File: src/hdl/wbss_pkg.sv
`timescale 1ns / 1ps
// ----------------------------------------------------------------------------
// Wildcard byte signature scanner package
// Shared constants and the configuration register map of the scanner.
// ----------------------------------------------------------------------------
package wbss_pkg;

   // Default bound on the number of signature positions in use.
   localparam int unsigned MAX_PATTERN_BYTES = 16;

   // Number of signature positions that the pattern registers can hold.
   localparam int unsigned REG_POSITIONS = 16;

   // Field widths of the item and result transfers.
   localparam int unsigned DATA_W    = 8;
   localparam int unsigned ADDR_W    = 32;
   localparam int unsigned CSR_W     = 64;
   localparam int unsigned CSR_IDX_W = 2;
   localparam int unsigned LEN_W     = 5;
   localparam int unsigned MASK_W    = 16;

   // Configuration register indexes.
   typedef enum logic [CSR_IDX_W-1:0] {
      REG_PATTERN_LOW    = 2'd0,
      REG_PATTERN_HIGH   = 2'd1,
      REG_WILDCARD_MASK  = 2'd2,
      REG_PATTERN_LENGTH = 2'd3
   } csr_index_type;

endpackage

File: src/hdl/wbss_match.sv
`timescale 1ns / 1ps
// ----------------------------------------------------------------------------
// Wildcard byte signature scanner: shift-and match step
// Compares one byte against every signature position, advances the vector of
// partial matches and flags a complete match at the effective length.
// ----------------------------------------------------------------------------
module wbss_match #(
   parameter int unsigned MAX_PATTERN_BYTES = wbss_pkg::MAX_PATTERN_BYTES
) (
   input  logic [wbss_pkg::DATA_W-1:0] data_byte,
   input  logic [wbss_pkg::CSR_W-1:0]  pattern_low,
   input  logic [wbss_pkg::CSR_W-1:0]  pattern_high,
   input  logic [wbss_pkg::MASK_W-1:0] wildcard_mask,
   input  logic [wbss_pkg::LEN_W-1:0]  pattern_length,
   input  logic [((MAX_PATTERN_BYTES < wbss_pkg::REG_POSITIONS) ?
                  MAX_PATTERN_BYTES : wbss_pkg::REG_POSITIONS)-1:0] vec_cur,
   output logic [((MAX_PATTERN_BYTES < wbss_pkg::REG_POSITIONS) ?
                  MAX_PATTERN_BYTES : wbss_pkg::REG_POSITIONS)-1:0] vec_next,
   output logic                        hit,
   output logic [wbss_pkg::LEN_W-1:0]  len_minus_one
);

   localparam int unsigned VEC_W = (MAX_PATTERN_BYTES < wbss_pkg::REG_POSITIONS) ?
                                   MAX_PATTERN_BYTES : wbss_pkg::REG_POSITIONS;

   logic [2*wbss_pkg::CSR_W-1:0]  pattern_all;
   logic [wbss_pkg::LEN_W-1:0]    eff_len;
   logic [VEC_W-1:0]              pos_match;
   logic [VEC_W-1:0]              len_mask;
   logic [VEC_W-1:0]              top_sel;
   logic [VEC_W-1:0]              vec_raw;

   assign pattern_all = {pattern_high, pattern_low};

   // A length of zero counts as one; a length above the bound saturates.
   always_comb begin
      priority if (pattern_length == '0) begin
         eff_len = wbss_pkg::LEN_W'(1);
      end else if (pattern_length > wbss_pkg::LEN_W'(VEC_W)) begin
         eff_len = wbss_pkg::LEN_W'(VEC_W);
      end else begin
         eff_len = pattern_length;
      end
   end

   assign len_minus_one = eff_len - wbss_pkg::LEN_W'(1);

   // Per-position compare, length mask and selection of the final position.
   for (genvar k = 0; k < VEC_W; k++) begin : g_pos
      assign pos_match[k] = wildcard_mask[k] ||
                            (pattern_all[k*wbss_pkg::DATA_W +: wbss_pkg::DATA_W] == data_byte);
      assign len_mask[k]  = (wbss_pkg::LEN_W'(k) < eff_len);
      assign top_sel[k]   = (wbss_pkg::LEN_W'(k) == len_minus_one);
   end

   // Shift in a fresh candidate start and keep the positions that still agree.
   assign vec_raw  = ((vec_cur << 1) | VEC_W'(1)) & pos_match & len_mask;
   assign vec_next = vec_raw;
   assign hit      = |(vec_raw & top_sel);

endmodule

File: src/hdl/wildcard_byte_signature_scanner_core.sv
`timescale 1ns / 1ps
// ----------------------------------------------------------------------------
// Wildcard byte signature scanner
// Scans a region one byte per transfer for a signature of up to 16 positions
// with per-position wildcards and reports the first match or a miss.
// ----------------------------------------------------------------------------
//  Channel | Direction | Fields
//  req     | in        | tdata: data_byte [7:0], byte_address [39:8]; tlast: region_end
//  rsp     | out       | tdata: match_address [31:0]; tuser: found
//  csr     | in        | csr_index selects the register, csr_wdata holds the value
//
//  One byte is taken per cycle unless a stalled result holds back a byte that
//  gives one; each byte waits in the input register and its result is written
//  to the result register. The single shift-and step between them sets this rate.
//  Reset is synchronous, resets the scan state and configuration registers and empties both stages.
//  A stalled result holds the result register; the input stage still drains
//  bytes that give no result, and otherwise waits for the result to move.
// ----------------------------------------------------------------------------
module wildcard_byte_signature_scanner_core #(
   parameter int unsigned MAX_PATTERN_BYTES = wbss_pkg::MAX_PATTERN_BYTES
) (
   input  logic                           clock,
   input  logic                           reset,
   // Item transfers.
   input  logic                           req_tvalid,
   output logic                           req_tready,
   input  logic [39:0]                    req_tdata,  // data_byte, byte_address
   input  logic                           req_tlast,
   // Result transfers.
   output logic                           rsp_tvalid,
   input  logic                           rsp_tready,
   output logic [wbss_pkg::ADDR_W-1:0]    rsp_tdata,  // match_address
   output logic                           rsp_tuser,  // found
   // Configuration writes.
   input  logic                           csr_we,
   input  logic [wbss_pkg::CSR_IDX_W-1:0] csr_index,
   input  logic [wbss_pkg::CSR_W-1:0]     csr_wdata
);

   localparam int unsigned VEC_W = (MAX_PATTERN_BYTES < wbss_pkg::REG_POSITIONS) ?
                                   MAX_PATTERN_BYTES : wbss_pkg::REG_POSITIONS;

   // Configuration registers.
   logic [wbss_pkg::CSR_W-1:0]  pattern_low_ff;
   logic [wbss_pkg::CSR_W-1:0]  pattern_high_ff;
   logic [wbss_pkg::MASK_W-1:0] wildcard_mask_ff;
   logic [wbss_pkg::LEN_W-1:0]  pattern_length_ff;

   // Input stage.
   logic                        in_valid_ff;
   logic [wbss_pkg::DATA_W-1:0] in_data_ff;
   logic [wbss_pkg::ADDR_W-1:0] in_addr_ff;
   logic                        in_last_ff;

   // Scan state.
   logic [VEC_W-1:0]            vec_ff;
   logic [VEC_W-1:0]            vec_in;
   logic                        reported_ff;
   logic                        reported_in;

   // Result stage.
   logic                        rsp_valid_ff;
   logic [wbss_pkg::ADDR_W-1:0] rsp_addr_ff;
   logic                        rsp_found_ff;

   logic [VEC_W-1:0]            vec_step;
   logic                        hit;
   logic [wbss_pkg::LEN_W-1:0]  len_minus_one;
   logic                        has_result;
   logic                        out_free;
   logic                        advance;

   // Configuration write port.
   always_ff @(posedge clock) begin
      if (reset) begin
         pattern_low_ff    <= '0;
         pattern_high_ff   <= '0;
         wildcard_mask_ff  <= '0;
         pattern_length_ff <= wbss_pkg::LEN_W'(1);
      end else if (csr_we) begin
         unique case (wbss_pkg::csr_index_type'(csr_index))
            wbss_pkg::REG_PATTERN_LOW:    pattern_low_ff    <= csr_wdata;
            wbss_pkg::REG_PATTERN_HIGH:   pattern_high_ff   <= csr_wdata;
            wbss_pkg::REG_WILDCARD_MASK:  wildcard_mask_ff  <= csr_wdata[wbss_pkg::MASK_W-1:0];
            wbss_pkg::REG_PATTERN_LENGTH: pattern_length_ff <= csr_wdata[wbss_pkg::LEN_W-1:0];
            default:                      pattern_low_ff    <= pattern_low_ff;
         endcase
      end
   end

   // Match step on the byte in the input register.
   wbss_match #(
      .MAX_PATTERN_BYTES(MAX_PATTERN_BYTES)
   ) u_match (
      .data_byte     (in_data_ff),
      .pattern_low   (pattern_low_ff),
      .pattern_high  (pattern_high_ff),
      .wildcard_mask (wildcard_mask_ff),
      .pattern_length(pattern_length_ff),
      .vec_cur       (vec_ff),
      .vec_next      (vec_step),
      .hit           (hit),
      .len_minus_one (len_minus_one)
   );

   // Flow control: a byte that gives no result never waits on the output.
   assign has_result = !reported_ff && (hit || in_last_ff);
   assign out_free   = !rsp_valid_ff || rsp_tready;
   assign advance    = in_valid_ff && (out_free || !has_result);
   assign req_tready = !in_valid_ff || advance;

   // Next scan state; the end of a region starts the next one fresh.
   always_comb begin
      vec_in      = vec_ff;
      reported_in = reported_ff;
      priority if (in_last_ff) begin
         vec_in      = '0;
         reported_in = 1'b0;
      end else if (!reported_ff) begin
         vec_in      = vec_step;
         reported_in = hit;
      end
   end

   // Input register.
   always_ff @(posedge clock) begin
      if (reset) begin
         in_valid_ff <= 1'b0;
      end else if (req_tready) begin
         in_valid_ff <= req_tvalid;
      end
   end

   always_ff @(posedge clock) begin
      if (req_tvalid && req_tready) begin
         in_data_ff <= req_tdata[wbss_pkg::DATA_W-1:0];
         in_addr_ff <= req_tdata[wbss_pkg::DATA_W +: wbss_pkg::ADDR_W];
         in_last_ff <= req_tlast;
      end
   end

   // Scan state register.
   always_ff @(posedge clock) begin
      if (reset) begin
         vec_ff      <= '0;
         reported_ff <= 1'b0;
      end else if (advance) begin
         vec_ff      <= vec_in;
         reported_ff <= reported_in;
      end
   end

   // Result register.
   always_ff @(posedge clock) begin
      if (reset) begin
         rsp_valid_ff <= 1'b0;
      end else if (advance && has_result) begin
         rsp_valid_ff <= 1'b1;
      end else if (rsp_tready) begin
         rsp_valid_ff <= 1'b0;
      end
   end

   always_ff @(posedge clock) begin
      if (advance && has_result) begin
         rsp_found_ff <= hit;
         rsp_addr_ff  <= hit ? (in_addr_ff - wbss_pkg::ADDR_W'(len_minus_one)) : '0;
      end
   end

   assign rsp_tvalid = rsp_valid_ff;
   assign rsp_tdata  = rsp_addr_ff;
   assign rsp_tuser  = rsp_found_ff;

endmodule

File: config.mk
export PLATFORM = sky130hd
export DESIGN_NAME = wildcard_byte_signature_scanner_core
export DESIGN_NICKNAME = d
export VERILOG_FILES = /design/src/hdl/wbss_pkg.sv /design/src/hdl/wbss_match.sv /design/src/hdl/wildcard_byte_signature_scanner_core.sv
export SDC_FILE = /design/constraint.sdc
export NUM_CORES = 1
export LEC_CHECK = 0
export BUFFER_PORTS_ARGS = -buffer_cell sky130_fd_sc_hd__buf_4
export CAP_MARGIN = 15
export CORE_MARGIN = 2
export CORE_UTILIZATION = 45
export DETAILED_ROUTE_END_ITERATION = 8
export HOLD_SLACK_MARGIN = 0.1
export PLACE_DENSITY = 0.72
export SLEW_MARGIN = 20
export SYNTH_ARGS = -nofsm -noshare
export SYNTH_HDL_FRONTEND = slang
export SYNTH_SLANG_ARGS = --single-unit
File: constraint.sdc
create_clock -name clock -period 5.6 [get_ports clock]
set_input_delay 1.12 -clock clock [delete_from_list [all_inputs] [get_ports clock]]
set_output_delay 1.12 -clock clock [all_outputs]
set_load 0.02 [all_outputs]
Word-level counts from Yosys, hierarchy flattened

Index checks and enable logic that the tools add are counted.

Bits in registers: 241
Input port bits: 112
Output and inout bits: 35
Logic and storage cells: 116

Add/subtract/negate cells: 2
Magnitude comparators: 17
Eq/ne operators: 35
Multiplexer cells: 8
Bitwise operators: 3
Reduce and logical (&&, ||, !) cells: 38

Operators by type and width:

| cell                                                 | number |
|---|---|
| equality test 8 bit                                  | 16 |
| AND 16 bit                                           | 3 |
| equality test 4 x 5 -> 1 bit, first input constant   | 8 |
| < comparator 4 x 5 -> 1 bit, first input constant    | 8 |
| subtractor 32 x 5 -> 32 bit                          | 1 |
| two-way mux 15 bit                                   | 2 |
| equality test 3 x 5 -> 1 bit, first input constant   | 4 |
| logical OR 1 bit                                     | 20 |
| < comparator 3 x 5 -> 1 bit, first input constant    | 4 |
| OR reduction 16 bit                                  | 1 |
| equality test 2 x 5 -> 1 bit, first input constant   | 2 |
| logical NOT 5 bit                                    | 2 |
| < comparator 1 x 5 -> 1 bit, first input constant    | 2 |
| < comparator 2 x 5 -> 1 bit, first input constant    | 2 |
| two-way mux 5 bit                                    | 2 |
| AND reduction 2 bit                                  | 5 |
| equality test 1 x 5 -> 1 bit, first input constant   | 1 |
| greater-than comparator 5 bit, second input constant | 1 |
| subtractor 5 x 1 -> 5 bit, second input constant     | 1 |
| equality test 2 bit, second input constant           | 2 |
| logical AND 1 bit                                    | 4 |
| logical NOT 1 bit                                    | 4 |
| two-way mux 1 bit                                    | 4 |
| equality test 2 x 1 -> 1 bit, second input constant  | 1 |
| other kinds (3)                                      | 3 |

Depth between registers and ports, before layout

Depth after elaboration: 14
Gate-level depth with buffers: 19
Depth with buffers taken out: 17

Modules after synthesis

Synthesis repeated with hierarchy kept, for this count alone.

Cells, all modules: 1,205
Area, all modules: 11,123.2 sq um

Modules (own cells, without submodules):

| module                               | instances | cells each | area an instance (sq um) | seq. area each (sq um) |
|---|---|---|---|---|
| wildcard_byte_signature_scanner_core | 1         | 937        | 8,968.6                  | 5,585.4 |
| wbss_match                           | 1         | 268        | 2,154.6                  | 0.0 |

Worst setup path after synthesis

No wires, ideal clock.

Kind: register to register
From: reg pattern_length_ff[4] (netlist name)
To: reg rsp_addr_ff (netlist bit rsp_tdata[0]) (enable)
Setup time: 0.427 ns
Data arrival time: 4.087 ns
Required time: 5.173 ns
Slack: 1.086 ns
Cell stages (with the launch flop): 13
Path buffers: 3
Clock period less this slack: 4.514 ns
Cells stage by stage: dfxtp_1 -> buf_1 -> clkbuf_1 -> nand2b_1 -> ha_1 -> inv_1 -> or3_1 -> o2111ai_1 -> a31oi_1 -> and2_1 -> buf_6 -> a211o_1 -> nor2b_1

Cells in the longest elaborated chain, start to end: 13
Elaborated cells on any way between the ends: 46
Those cells by class: 1 x add/sub; 17 x order compare; 15 x eq/ne; 2 x mux; 2 x bitwise; 9 x reduce/logical

RTL lines:

| what                                                       | line                                        | source |
|---|---|---|
| from (decl)                                                | wildcard_byte_signature_scanner_core.sv:47  | `logic [wbss_pkg::LEN_W-1:0] pattern_length_ff;` |
| from (signal assigned)                                     | wildcard_byte_signature_scanner_core.sv:79  | `pattern_length_ff <= wbss_pkg::LEN_W'(1);` |
| from (signal assigned)                                     | wildcard_byte_signature_scanner_core.sv:85  | `wbss_pkg::REG_PATTERN_LENGTH: pattern_length_ff <= csr_wdata[wbss_pkg::LEN_W-1:0];` |
| greater-than comparator 5 bit                              | wbss_match.sv:39                            | `end else if (pattern_length > wbss_pkg::LEN_W'(VEC_W)) begin` |
| two-way mux 5 bit                                          | wbss_match.sv:39                            |  |
| two-way mux 5 bit *                                        | wbss_match.sv:37                            | `priority if (pattern_length == '0) begin` |
| subtractor 5 x 1 -> 5 bit, or another cell as far along    | wbss_match.sv:46                            | `assign len_minus_one = eff_len - wbss_pkg::LEN_W'(1);` |
| equality test 1 x 5 -> 1 bit, or another cell as far along | wbss_match.sv:53                            | `assign top_sel[k] = (wbss_pkg::LEN_W'(k) == len_minus_one);` |
| AND 16 bit *                                               | wbss_match.sv:59                            | `assign hit = \|(vec_raw & top_sel);` |
| OR reduction 16 bit *                                      | wbss_match.sv:59                            |  |
| logical OR 1 bit *                                         | wildcard_byte_signature_scanner_core.sv:107 | `assign has_result = !reported_ff && (hit \|\| in_last_ff);` |
| logical AND 1 bit *                                        | wildcard_byte_signature_scanner_core.sv:107 |  |
| logical NOT 1 bit                                          | wildcard_byte_signature_scanner_core.sv:109 | `assign advance = in_valid_ff && (out_free \|\| !has_result);` |
| logical OR 1 bit                                           | wildcard_byte_signature_scanner_core.sv:109 |  |
| logical AND 1 bit                                          | wildcard_byte_signature_scanner_core.sv:109 |  |
| logical AND 1 bit *                                        | wildcard_byte_signature_scanner_core.sv:165 | `if (advance && has_result) begin` |
| to (signal assigned)                                       | wildcard_byte_signature_scanner_core.sv:167 | `rsp_addr_ff <= hit ? (in_addr_ff - wbss_pkg::ADDR_W'(len_minus_one)) : '0;` |
| to (decl)                                                  | wildcard_byte_signature_scanner_core.sv:63  | `logic [wbss_pkg::ADDR_W-1:0] rsp_addr_ff;` |

Every way passes the cells marked *; elsewhere a longest branch is shown, timed or not.
A chain may end at the register's enable or synchronous reset.

Worst setup path in the final report

From: reg in_data_ff[4] (netlist name)
To: out req_tready

Cells in the longest elaborated chain, start to end: 12
Elaborated cells on any way between the ends: 42
Those cells by class: 16 x eq/ne; 3 x bitwise; 23 x reduce/logical

RTL lines:

| what                      | line                                        | source |
|---|---|---|
| from (decl)               | wildcard_byte_signature_scanner_core.sv:51  | `logic [wbss_pkg::DATA_W-1:0] in_data_ff;` |
| from (signal assigned)    | wildcard_byte_signature_scanner_core.sv:136 | `in_data_ff <= req_tdata[wbss_pkg::DATA_W-1:0];` |
| equality test 8 bit       | wbss_match.sv:51                            | `(pattern_all[k*wbss_pkg::DATA_W +: wbss_pkg::DATA_W] == data_byte);` |
| logical OR 1 bit          | wbss_match.sv:50                            | `assign pos_match[k] = wildcard_mask[k] \|\|` |
| AND 16 bit * (2 in a row) | wbss_match.sv:57                            | `assign vec_raw = ((vec_cur << 1) \| VEC_W'(1)) & pos_match & len_mask;` |
| AND 16 bit *              | wbss_match.sv:59                            |  |
| OR reduction 16 bit *     | wbss_match.sv:59                            |  |
| logical OR 1 bit *        | wildcard_byte_signature_scanner_core.sv:107 |  |
| logical AND 1 bit *       | wildcard_byte_signature_scanner_core.sv:107 |  |
| logical NOT 1 bit *       | wildcard_byte_signature_scanner_core.sv:109 |  |
| logical OR 1 bit *        | wildcard_byte_signature_scanner_core.sv:109 |  |
| logical AND 1 bit *       | wildcard_byte_signature_scanner_core.sv:109 |  |
| logical OR 1 bit *        | wildcard_byte_signature_scanner_core.sv:110 | `assign req_tready = !in_valid_ff \|\| advance;` |
| to (decl)                 | wildcard_byte_signature_scanner_core.sv:26  | `output logic req_tready,` |

Marks and branches as above.

==> results.py <==
metrics = {
    "die": {
        "initial_core_util_pct": 45.6,
        "coreArea_um2": 24200,
        "die_x_um": 161,
        "die_h_um": 161,
        "row_count": 57,
        "dieArea_um2": 25800,
        "io_pins": 147,
    },
    "synth": {
        "netlist_top_cells_area": "dfxtp_1 (30%), edfxtp_1 (20%), nand2_1 (10%), xor2_1 (7.9%), a21oi_1 (7.5%)",
        "synthMuxAreaShare_pct": 0.363,
        "synth_top_family_by_area": "simple AND/OR/NAND/NOR gates",
        "synth_area_leader_cell": "dfxtp_1",
        "ys_ff_latch": 241,
        "netlist_area_um2": 11000,
        "avgSynthCellArea_um2": 9.03,
        "synth_top_area_share_pct": 30.3,
        "yosysUniqueCellTypes": 65,
        "synth_xor_area_share_pct": 12.0,
        "ys_seq_area_share_pct": 50.5,
        "synthFlopType": "dfxtp_1",
        "synth_compound_area_share_pct": 12.7,
        "yosys.area_share.simple_pct": 19.3,
        "synth_nets": 1344,
        "ys.warnings.count": 0,
        "synthArstFlopShare_pct": 0,
        "synthCells": 1222,
        "synthAdderAreaFrac_pct": 1.20,
        "synth_edf_count": 74,
    },
    "sta": {
        "slew_headroom_pct": 30.4,
        "tns_ns": 0,
        "finalWorstSetupSlack_ns": 0.562,
        "worst_pin_slew_ns": 1.04,
        "maxSlewViolCount": 0,
        "period_share_pct": 90.0,
        "finClkSkew_ns": 0.0132,
        "hold_viol_final": 0,
        "setup_viol": 0,
        "fmax_mhz": 199,
        "min_period_ns": 5.04,
        "rsz0062_at_grt": "false",
    },
    "critical_path": {
        "cp.depth": 10,
        "cp-end-kind": "primary output",
        "reg2regPathDepth": 14,
        "worstReg2RegStart": "pattern_length_ff[4]",
        "arrival_ns": 3.92,
        "slowest_delay_ns": 1.00,
        "cp_max_fo": 14,
        "worstSetupPathType": "flip-flop to primary output",
        "cp_top_family": "simple AND/OR/NAND/NOR gates",
        "cp-startpoint": "in_data_ff[4]",
        "start_kind": "flip-flop",
        "crit_chain": "xor2_1, nor4_1, a21oi_1, or3b_1, o2111ai_1, a31oi_1, and2_1, a211o_1, or2_1, buf_4",
        "crit_slowest_cell": "edfxtp_1",
        "required_ns": 4.48,
        "r2r_slack_ns": 1.16,
        "timing.rr.end": "rsp_tdata[28]",
        "path_buf_inv": 1,
    },
    "place": {
        "pre_cts_slack_ns": 1.19,
        "dp_cells": 1626,
        "place.gp.congestion": 0.883,
        "place_area_um2": 12300,
        "hpwl_um": 19700,
        "io_buffers": 146,
    },
    "final_layout": {
        "final_cell_mix": "nand2_1 (304), dfxtp_1 (167), a21oi_1 (166)",
        "mostFrequentLayoutCell": "nand2_1",
        "fin_nets": 1452,
        "fillerInstances": 2132,
        "fin_util_pct": 54.7,
        "layout.cells.non_filler": 1674,
        "seq_area_um2": 5570,
        "antennaDiodeCount": 0,
        "multiInputGateArea_um2": 5030,
        "drive_above_1_share_pct": 16.5,
        "fin_area_um2": 13200,
        "area_growth_pct": 19.8,
    },
    "global_routing": {
        "first_global_vias": 8612,
        "grt_max_degree": 95,
        "grt_pass1_wl_um": 46500,
        "grt_usage_pct": 22.3,
        "grt_overflow": 0,
        "antenna_found_initial": 0,
    },
    "min_path": {
        "hold_depth": 2,
        "worstHoldPathType": "flip-flop to flip-flop",
        "hold_path.startpoint": "wildcard_mask_ff[3]",
        "whs_endpoint": "wildcard_mask_ff[3]",
    },
    "drt": {
        "detail-route-antenna-nets": 0,
        "drc": 0,
        "drt_iter0_drc": 833,
        "wl_um": 29300,
        "post_drt_wl_per_cell_um": 17.5,
        "first_pass_iters": 5,
        "vias_per_cell": 5.41,
        "vias": 9061,
    },
    "clock_network": {
        "clk_latency_ns": 0.53,
        "clockBufferDepth": 3,
        "htreeDepth": 1,
        "clk_pin_slew_worst_paths_ns": 0.06,
        "hold_buffers": 0,
        "post_cts_buffers": 0,
        "cts_buffers": 26,
        "cts_resized": 0,
        "cts_sinks": 241,
        "clock-root-buffer": "clkbuf_16",
        "cts_tree": "built",
    },
    "power": {
        "p_leak_uw": 0.00505,
        "p_per_area_nw_per_um2": 313,
        "peakVddDrop_mv": 0.197,
    },
    "run_status": {
        "status": "finished clean",
    },
    "run": {
        "maxCapViolCount": 0,
    },
}
## tightest hold or removal path, stage by stage, from the launching register on
cell     delay (ns)
dfxtp_1        0.31
nand2_1        0.05
a21oi_1        0.05
## metrics by stage
stage	hold WS [ns]	total power [uW]
after floorplan	0.436	2180
after global placement	0.443	2330
after detailed placement	0.446	2340
after CTS	0.454	4160
after global routing	0.479	4280
final	0.455	4140
## synthesized netlist by cell type (7+ instances only)
cell type	number
xnor2_1	51
nor3_1	8
nor4_1	24
inv_1	14
nand2b_1	8
nor2_1	55
dfxtp_1	167
ha_1	9
nand2_1	304
nand3_1	13
buf_2	7
o41ai_1	12
nand4_1	14
nor2b_1	18
buf_4	8
a41o_1	9
clkbuf_1	61
o21ai_0	27
a21oi_1	166
xor2_1	100
edfxtp_1	74
## how the worst max path moves through the flow
stage,to
6_report,req_tready
5_1_grt,req_tready
4_1_cts,req_tready
3_5_place_dp,req_tready
3_3_place_gp,rsp_tdata[28]
2_1_floorplan,rsp_tdata[0]
## final cells by class
cell class / count / area share (%)
Tap cell: 324 / 3.07
Multi-Input combinational cell: 884 / 38.1
Clock buffer: 37 / 5.86
Clock inverter: 11 / 1.20
Timing Repair Buffer: 163 / 9.26
Inverter: 14 / 0.398
Sequential cell: 241 / 42.1
## cell families (layout without fill, tap and decap cells)
family                     Yosys count  count (layout)
and+or+nand+nor                    477             477
AOI/OAI and AO/OA                  242             242
DFF                                241             241
xor gates and xnor gates           151             151
buffers and inverters               97             225
adders and majority gates           10              10
muxes                                4               4
## power breakdown
group	internal (uW)	switching [uW]
Clock	1150	689
Combinational	162	211
Sequential	1870	68.0
## metal layers
layer  GRT usage (%)  wire [um]  part of all wire (%)
met4            7.86        866                   3.0
met5               0          0                     0
met3            3.13       2010                   6.9
met2            36.4      13800                    47
met1            30.5      12600                    43
## flip-flops by register name, indices dropped and copies added (netlist names), 5 cells and up
| signal | cells |
|---|---|
| pattern_low_ff | 64 |
| vec_ff | 15 |
| in_data_ff | 8 |
| pattern_length_ff | 5 |
| wildcard_mask_ff | 16 |
| in_addr_ff | 32 |
| pattern_high_ff | 64 |
| rsp_tdata | 32 |
Power figures use the tool's default switching activity.
